==> src/tlq_pkg.sv <==
// Shared types, constants and codes for the target lock qualifier.
package tlq_pkg;

   // Sizing
   localparam int LOCK_COUNT = 5;
   localparam int COORD_BITS = 12;
   localparam int FRAC_BITS  = 4;
   localparam int EST_W      = COORD_BITS + FRAC_BITS;
   localparam int CROP_W     = COORD_BITS + 1;
   localparam int MOVE_W     = EST_W + 3;

   // Port field widths
   localparam int FIELD_W    = 12;
   localparam int EDGE_W     = 13;
   localparam int CSR_IDX_W  = 2;
   localparam int CSR_DATA_W = 12;

   // Register indexes
   localparam logic [CSR_IDX_W-1:0] CSR_FRAME_WIDTH  = 2'd0;
   localparam logic [CSR_IDX_W-1:0] CSR_FRAME_HEIGHT = 2'd1;
   localparam logic [CSR_IDX_W-1:0] CSR_CHROMA_MODE  = 2'd2;

   // Register reset values
   localparam logic [CSR_DATA_W-1:0] FRAME_WIDTH_RESET  = 12'd640;
   localparam logic [CSR_DATA_W-1:0] FRAME_HEIGHT_RESET = 12'd480;
   localparam logic                  CHROMA_MODE_RESET  = 1'b1;

   typedef enum logic [1:0] {
      EV_NONE    = 2'd0,
      EV_RESET   = 2'd1,
      EV_LOCK    = 2'd2,
      EV_TRIGGER = 2'd3
   } event_type;

   typedef logic [COORD_BITS-1:0] coord_type;
   typedef logic [EST_W-1:0]      est_type;
   typedef logic [CROP_W-1:0]     crop_type;

   typedef struct packed {
      logic                object_present;
      logic [FIELD_W-1:0]  center_x;
      logic [FIELD_W-1:0]  center_y;
      logic [FIELD_W-1:0]  obj_width;
      logic [FIELD_W-1:0]  obj_height;
   } req_type;

   typedef struct packed {
      logic [1:0]          event_res;
      logic                is_locked;
      logic [2:0]          lock_progress;
      logic [EDGE_W-1:0]   crop_left;
      logic [EDGE_W-1:0]   crop_top;
      logic [EDGE_W-1:0]   crop_right;
      logic [EDGE_W-1:0]   crop_bottom;
      logic [FIELD_W-1:0]  est_x;
      logic [FIELD_W-1:0]  est_y;
   } rsp_type;

   typedef struct packed {
      logic [CSR_DATA_W-1:0] frame_width;
      logic [CSR_DATA_W-1:0] frame_height;
      logic                  chroma_mode;
   } cfg_type;

   typedef struct packed {
      est_type    est_x;
      est_type    est_y;
      est_type    est_w;
      est_type    est_h;
      logic [2:0] lock_count;
      logic       locked;
      logic       just_locked;
      crop_type   crop_left;
      crop_type   crop_top;
      crop_type   crop_right;
      crop_type   crop_bottom;
   } state_type;

endpackage

==> src/tlq_csr.sv <==
// Configuration registers of the target lock qualifier.
module tlq_csr
   import tlq_pkg::*;
(
   input  logic                  clock,
   input  logic                  reset,
   input  logic                  csr_write_enable,
   input  logic [CSR_IDX_W-1:0]  csr_index,
   input  logic [CSR_DATA_W-1:0] csr_data,
   output cfg_type               cfg
);

   cfg_type cfg_ff;
   cfg_type cfg_in;

   // Write the addressed register, drop unknown indexes
   always_comb begin
      cfg_in = cfg_ff;
      if (csr_write_enable) begin
         case (csr_index)
            CSR_FRAME_WIDTH:  cfg_in.frame_width  = csr_data;
            CSR_FRAME_HEIGHT: cfg_in.frame_height = csr_data;
            CSR_CHROMA_MODE:  cfg_in.chroma_mode  = csr_data[0];
            default:          cfg_in = cfg_ff;
         endcase
      end
   end

   always_ff @(posedge clock) begin
      if (reset) begin
         cfg_ff.frame_width  <= FRAME_WIDTH_RESET;
         cfg_ff.frame_height <= FRAME_HEIGHT_RESET;
         cfg_ff.chroma_mode  <= CHROMA_MODE_RESET;
      end else begin
         cfg_ff <= cfg_in;
      end
   end

   assign cfg = cfg_ff;

endmodule

==> src/tlq_update.sv <==
// Next-state and result logic for one detection of the target lock qualifier.
module tlq_update
   import tlq_pkg::*;
(
   input  state_type cur,
   input  req_type   req,
   input  cfg_type   cfg,
   output state_type nxt,
   output rsp_type   rsp
);

   function automatic est_type abs_diff(est_type a, est_type b);
      abs_diff = (a > b) ? (a - b) : (b - a);
   endfunction

   // Any difference beyond the estimated size
   function automatic logic strays_full(state_type s, est_type dx, est_type dy,
                                        est_type dw, est_type dh);
      strays_full = (abs_diff(s.est_x, dx) > s.est_w) ||
                    (abs_diff(s.est_y, dy) > s.est_h) ||
                    (abs_diff(s.est_w, dw) > s.est_w) ||
                    (abs_diff(s.est_h, dh) > s.est_h);
   endfunction

   // 5 * |d| > 4 * size
   function automatic logic over_move(est_type diff, est_type size);
      logic [MOVE_W-1:0] five_d;
      logic [MOVE_W-1:0] four_s;
      five_d = {1'b0, diff, 2'b00} + MOVE_W'(diff);
      four_s = {1'b0, size, 2'b00};
      over_move = five_d > four_s;
   endfunction

   function automatic logic strays_move(state_type s, est_type dx, est_type dy,
                                        est_type dw, est_type dh);
      strays_move = over_move(abs_diff(s.est_x, dx), s.est_w) ||
                    over_move(abs_diff(s.est_y, dy), s.est_h) ||
                    over_move(abs_diff(s.est_w, dw), s.est_w) ||
                    over_move(abs_diff(s.est_h, dh), s.est_h);
   endfunction

   function automatic est_type average(est_type a, est_type b);
      logic [EST_W:0] sum;
      sum = {1'b0, a} + {1'b0, b};
      average = sum[EST_W:1];
   endfunction

   function automatic est_type to_fixed(logic [FIELD_W-1:0] v);
      to_fixed = {coord_type'(v), {FRAC_BITS{1'b0}}};
   endfunction

   est_type        d_x;
   est_type        d_y;
   est_type        d_w;
   est_type        d_h;
   event_type      ev;
   logic           cleared;
   logic [EST_W:0] right_sum;
   logic [EST_W:0] bottom_sum;

   assign d_x = to_fixed(req.center_x);
   assign d_y = to_fixed(req.center_y);
   assign d_w = to_fixed(req.obj_width);
   assign d_h = to_fixed(req.obj_height);

   always_comb begin
      nxt        = cur;
      ev         = EV_NONE;
      cleared    = 1'b0;
      right_sum  = '0;
      bottom_sum = '0;

      // Reload the estimate on the first detection after lock, in chroma mode
      if (cur.locked && cur.just_locked && cfg.chroma_mode) begin
         nxt.est_x = d_x;
         nxt.est_y = d_y;
         nxt.est_w = d_w;
         nxt.est_h = d_h;
      end
      if (cur.locked) begin
         nxt.just_locked = 1'b0;
      end

      if (!req.object_present) begin
         // Lost object: clear the attempt or the lock
         if (cur.locked) begin
            ev = cfg.chroma_mode ? EV_TRIGGER : EV_RESET;
         end else begin
            ev = (cur.lock_count != 3'd0) ? EV_RESET : EV_NONE;
         end
         cleared = 1'b1;
      end else begin
         // Count consistent detections toward lock
         if (nxt.lock_count == 3'd0) begin
            nxt.est_x      = d_x;
            nxt.est_y      = d_y;
            nxt.est_w      = d_w;
            nxt.est_h      = d_h;
            nxt.lock_count = 3'd1;
         end else if (nxt.lock_count < 3'(LOCK_COUNT)) begin
            if (strays_full(nxt, d_x, d_y, d_w, d_h)) begin
               ev      = EV_RESET;
               cleared = 1'b1;
            end else begin
               nxt.est_x      = average(nxt.est_x, d_x);
               nxt.est_y      = average(nxt.est_y, d_y);
               nxt.est_w      = average(nxt.est_w, d_w);
               nxt.est_h      = average(nxt.est_h, d_h);
               nxt.lock_count = nxt.lock_count + 3'd1;
            end
         end

         // Take lock and publish the crop, or watch for movement
         if (!cleared && nxt.lock_count == 3'(LOCK_COUNT)) begin
            if (!nxt.locked) begin
               right_sum  = {1'b0, nxt.est_x} + {1'b0, nxt.est_w};
               bottom_sum = {1'b0, nxt.est_y} + {1'b0, nxt.est_h};
               nxt.crop_left   = (nxt.est_x > nxt.est_w) ?
                  CROP_W'((nxt.est_x - nxt.est_w) >> FRAC_BITS) : '0;
               nxt.crop_top    = (nxt.est_y > nxt.est_h) ?
                  CROP_W'((nxt.est_y - nxt.est_h) >> FRAC_BITS) : '0;
               nxt.crop_right  = right_sum[EST_W:FRAC_BITS];
               nxt.crop_bottom = bottom_sum[EST_W:FRAC_BITS];
               nxt.locked      = 1'b1;
               nxt.just_locked = 1'b1;
               ev              = EV_LOCK;
            end else if (strays_move(nxt, d_x, d_y, d_w, d_h)) begin
               ev      = EV_TRIGGER;
               cleared = 1'b1;
            end
         end
      end

      // Clear keeps the estimate and opens the crop to the full frame
      if (cleared) begin
         nxt.lock_count  = 3'd0;
         nxt.locked      = 1'b0;
         nxt.just_locked = 1'b0;
         nxt.crop_left   = '0;
         nxt.crop_top    = '0;
         nxt.crop_right  = CROP_W'(cfg.frame_width);
         nxt.crop_bottom = CROP_W'(cfg.frame_height);
      end
   end

   // Result taken after the update
   always_comb begin
      rsp.event_res     = ev;
      rsp.is_locked     = nxt.locked;
      rsp.lock_progress = nxt.lock_count;
      rsp.crop_left     = EDGE_W'(nxt.crop_left);
      rsp.crop_top      = EDGE_W'(nxt.crop_top);
      rsp.crop_right    = EDGE_W'(nxt.crop_right);
      rsp.crop_bottom   = EDGE_W'(nxt.crop_bottom);
      rsp.est_x         = FIELD_W'(nxt.est_x[EST_W-1:FRAC_BITS]);
      rsp.est_y         = FIELD_W'(nxt.est_y[EST_W-1:FRAC_BITS]);
   end

endmodule

==> src/target_lock_qualifier_unit.sv <==
// Top level of the target lock qualifier: request register, tracker state, result register.
//
//   channel  | ports                                   | direction
//   ---------+-----------------------------------------+----------
//   request  | req_valid, req_stall, req_data          | in
//   result   | rsp_valid, rsp_stall, rsp_data          | out
//   config   | csr_write_enable, csr_index, csr_data   | in
//
// A request passes through the request register and then the result register,
// one request per cycle sustained while the result side does not stall. The tracker
// state updates in the same cycle that the result register loads.
// Reset clears the state and the valid bits, not the payload registers; the crop
// rectangle starts at the full frame 640 x 480. A stall on the result side holds
// the result register; the request register then holds and stalls the requester.
module target_lock_qualifier_unit
   import tlq_pkg::*;
(
   input  logic                  clock,
   input  logic                  reset,
   input  logic                  req_valid,
   output logic                  req_stall,
   input  req_type               req_data,
   output logic                  rsp_valid,
   input  logic                  rsp_stall,
   output rsp_type               rsp_data,
   input  logic                  csr_write_enable,
   input  logic [CSR_IDX_W-1:0]  csr_index,
   input  logic [CSR_DATA_W-1:0] csr_data
);

   cfg_type   cfg;
   logic      in_valid_ff;
   logic      in_valid_in;
   req_type   in_data_ff;
   logic      rsp_valid_ff;
   logic      rsp_valid_in;
   rsp_type   rsp_data_ff;
   rsp_type   rsp_next;
   state_type state_ff;
   state_type state_next;
   logic      advance;
   logic      accept;

   tlq_csr u_csr (
      .clock            (clock),
      .reset            (reset),
      .csr_write_enable (csr_write_enable),
      .csr_index        (csr_index),
      .csr_data         (csr_data),
      .cfg              (cfg)
   );

   tlq_update u_update (
      .cur (state_ff),
      .req (in_data_ff),
      .cfg (cfg),
      .nxt (state_next),
      .rsp (rsp_next)
   );

   // Move the held request to the result register when it is free
   assign advance      = in_valid_ff && (!rsp_valid_ff || !rsp_stall);
   assign req_stall    = in_valid_ff && !advance;
   assign accept       = req_valid && !req_stall;
   assign in_valid_in  = accept || (in_valid_ff && !advance);
   assign rsp_valid_in = advance || (rsp_valid_ff && rsp_stall);

   // Hold control state
   always_ff @(posedge clock) begin
      if (reset) begin
         in_valid_ff           <= 1'b0;
         rsp_valid_ff          <= 1'b0;
         state_ff.est_x        <= '0;
         state_ff.est_y        <= '0;
         state_ff.est_w        <= '0;
         state_ff.est_h        <= '0;
         state_ff.lock_count   <= 3'd0;
         state_ff.locked       <= 1'b0;
         state_ff.just_locked  <= 1'b0;
         state_ff.crop_left    <= '0;
         state_ff.crop_top     <= '0;
         state_ff.crop_right   <= CROP_W'(FRAME_WIDTH_RESET);
         state_ff.crop_bottom  <= CROP_W'(FRAME_HEIGHT_RESET);
      end else begin
         in_valid_ff  <= in_valid_in;
         rsp_valid_ff <= rsp_valid_in;
         if (advance) begin
            state_ff <= state_next;
         end
      end
   end

   // Load payload registers
   always_ff @(posedge clock) begin
      if (accept) begin
         in_data_ff <= req_data;
      end
      if (advance) begin
         rsp_data_ff <= rsp_next;
      end
   end

   assign rsp_valid = rsp_valid_ff;
   assign rsp_data  = rsp_data_ff;

endmodule

==> config.mk <==
export PLATFORM = sky130hd
export DESIGN_NAME = target_lock_qualifier_unit
export DESIGN_NICKNAME = d
export VERILOG_FILES = /design/src/tlq_pkg.sv /design/src/tlq_csr.sv /design/src/tlq_update.sv /design/src/target_lock_qualifier_unit.sv
export SDC_FILE = /design/constraint.sdc
export NUM_CORES = 2
export LEC_CHECK = 0
export ABC_AREA = 1
export BUFFER_PORTS_ARGS = -buffer_cell sky130_fd_sc_hd__buf_2
export CAP_MARGIN = 20
export CELL_PAD_IN_SITES_DETAIL_PLACEMENT = 1
export CELL_PAD_IN_SITES_GLOBAL_PLACEMENT = 1
export CORE_MARGIN = 10
export CORE_UTILIZATION = 47
export DETAILED_ROUTE_END_ITERATION = 6
export PLACE_DENSITY = 0.92
export SYNTH_ARGS = -nofsm -noshare
export SYNTH_HDL_FRONTEND = slang
export SYNTH_SLANG_ARGS = --single-unit
export TNS_END_PERCENT = 10
==> constraint.sdc <==
create_clock -name clock -period 14.9 [get_ports clock]
set_input_delay 2.98 -clock clock [delete_from_list [all_inputs] [get_ports clock]]
set_output_delay 2.98 -clock clock [all_outputs]
set_load 0.1 [all_outputs]
==> impl_results.md <==
* Layout cells sized above 1 at 8.886%
* DRT Pass-1 Iters at 5
* Via count at 32.83k
* Worst R2R Start: u_csr.cfg[0]
* CTS buffer count at 37
* Post-layout min period at 13.98 ns
* Avg Cell Area, Syn at 6.980 sq um
* Design Area, Final at 34450 sq um
* Via density at 5.992
* Critical path endpoint: rsp_data[32]
* Largest net degree at the start of global routing at 94
* IO Port Bufs at 151
* Post-synthesis sequential area ratio at 22.09%
* Post-synth EDFFs at 131
* Ys async rst share at 0%
* Clock Latency Late Sink at 0.58 ns
* Initial antenna violation count at 3
* Register bit total from synthesis at 279
* Worst Reg2Reg Path Length in Cells at 75
* RePlAce Congestion at 0.9683
* Min Hold Slack at 0.4692 ns
* Max-slew violations at 0
* Endpoints failing hold at 0
* Worst EP arrival at 14.30 ns
* DR WL/cell at 22.87 microns
* Worst-path clk slew at 0.06 ns
* Netlist Area Pre-Place at 31220 sq um
* IO Count at 152
* Data required, critical path at 15.22 ns
* CP peak stage delay at 0.48 ns
* Post-synth cell types at 71
* Worst R2R End: rsp_data[32]
* Layout area overhead at 10.33%
* Clock Sink Count at 279
* DRT antenna net count at 0
* Critical path's top delay family: compound AO/OA/AOI/OAI gates
* Worst Path Buf+Inv at 14
* Starting DRT DRC Count at 2512
* Actual slew at the worst max-slew pin at 1.107 ns
* Overflow after GRT at 0
* Fmax at 71.55 MHz
* Gate Count Post-Synth at 4473
* Most frequent cell after synthesis: nand2_1
* Maxcap violations at 0
* Fill count at 8623
* Setup Skew at 0.02637 ns
* Reg2Reg Setup Slack at 0.92 ns
* Top_reg_cell synth: dfxtp_1
* Layout Nets at 5160
* Worst setup margin at 0.9239 ns
* Leak at 0.01752 uW
* Hold Path Class: reg2reg
* PD cells at 164.3 nW/um^2
* Syn Nets at 5045
* Setup Total Neg Slack at 0 ns
* Synth warn at 0
* Largest area contributor in the netlist: ha_1
* Placed cell area at 33020 sq um
* Die X at 277.7 microns
* Die area at 77130 sq um
* Top cell type's share of synthesized area at 19.56%
* Status: finished clean
* All-Layer GR Usage at 30.76%
* CP Launch Type: register
* Leading cell types by count after synthesis: 777 x nand2_1, 660 x inv_1, 531 x a21oi_1, 488 x ha_1, 465 x o21ai_0
* Worst setup path category: reg2reg
* Die height at 277.7 microns
* Worst Setup End Kind: register
* Vias in the first global route at 34.79k
* Core Footprint at 65860 sq um
* Peak supply drop at 0.00009731 V
* # DRC at 0
* CTS root buf: clkbuf_16
* Slew headroom at 26.22%
* Worst setup startpoint: u_csr.cfg[0]
* Final period util at 93.80%
* DP Wirelength at 93670 microns
* Initial Utilization at 47.40%
* Rows at 94
* H-Tree Depth at 2
* CTS tree: done
* Tot Pwr at 5661 uW
* Clk buf depth at 3
* Post-CTS Hold Buffers at 0
* CP Max Fanout at 29
* Final Setup Violations at 0
* First-pass GRT wire length at 191600 microns
* Final wirelength at 125300 microns
* DP Worst Slack at 0.2529 ns
* Number of stages on the worst setup path at 75
* Crit path max-delay cell type: dfxtp_2
* Synth top area cells: ha_1 20%, edfxtp_1 13%, dfxtp_1 9.5%
## kinds of logic (layout without fill, tap and decap cells)
| logic type | Yosys count | after routing | synth area share (%) |
|---|---|---|---|
| simple gates | 1398 | 1399 | 19.01 |
| compound gates | 1252 | 1252 | 22.35 |
| buf+inv | 840 | 980 | 10.34 |
| fa+ha+maj | 504 | 504 | 20.58 |
| flops | 279 | 279 | 22.09 |
| xor+xnor | 197 | 197 | 5.527 |
| mux | 3 | 3 | 0.09619 |
| other cells | 0 | 1 | 0 |
## cell type report
cell class                 count  area (sq um)  area share (%)
timing repair buffer         235          1428           4.145
multi-input combinational   3355         21210           61.57
clock buffer                  51          1112           3.229
clock inverter                14         131.4          0.3814
antenna                        1         2.502        0.007265
sequential                   279          6903           20.04
inverter                     680          2581           7.494
tap                          864          1081           3.138
## sequential cells by signal (all words and copies together) (netlist names)
name	count
rsp_data	82
in_valid_ff	1
u_csr.cfg	25
in_data_ff	49
rsp_valid	1
state_ff	121
## stage by stage
stage          instances  utilization (%)
4_1_cts             5467            52.03
2_1_floorplan       4473                -
5_1_grt             5478            52.29
3_5_place_dp        5402            50.14
6_report            5479            52.30
3_3_place_gp        5402            50.14
## layer usage
layer / vias up / track usage, % / share of wire (%)
met1: 15930 / 34.49 / 39
li1: 15220 / - / -
met4: 4 / 21.69 / 7.9
met3: 440 / 4.170 / 5.5
met2: 1242 / 53.19 / 47
met5: - / 0 / 0.022
## where the power goes
part	total (uW)	internal [uW]	switching (uW)
Sequential	892	855	37.3
Combinational	3820	1330	2490
Clock	950	557	393
## worst min-delay path by stage
stage,cells after the start,start,endpoint
after floorplan,2,state_ff[20],state_ff[20]
after global placement,2,state_ff[90],state_ff[90]
after detailed placement,2,state_ff[72],state_ff[72]
after CTS,2,state_ff[72],state_ff[72]
after global routing,2,state_ff[75],state_ff[75]
final,2,state_ff[72],state_ff[72]
## worst register-to-register path, delay by kind of cell, from the launching register on
kind                     cells  cell delay (ns)
AO/OA/AOI/OAI               29             5.38
AND/OR/NAND/NOR             24             2.94
buffers and inverters       14             2.61
adder cells (fa/ha/maj)      5             1.58
XOR/XNOR                     3             0.72
flip-flops                   1             0.48
## repair_timing
| action | in CTS | in global routing |
|---|---|---|
| setup endpoints to repair | 0 | 115 |
| gates resized for setup | 0 | 27 |
| setup buffers | 0 | 9 |
## cells in the final DEF, fill, tap and decap left out, types with 24 or more instances in the layout
cell type	synthesis	layout
nor2_1	296	294
dfxtp_1	148	145
a21oi_1	531	531
xor2_1	171	169
edfxtp_1	131	131
buf_2	9	151
o31ai_1	25	24
o21ai_0	465	458
nand4_1	37	37
clkbuf_16	0	40
nand2_1	777	773
buf_4	3	80
xnor2_1	26	26
o211ai_1	36	36
nor3_1	38	37
ha_1	488	487
nand3_1	159	158
inv_1	660	655
o21bai_1	39	39
Note: power is estimated with default switching activity, not from simulation.
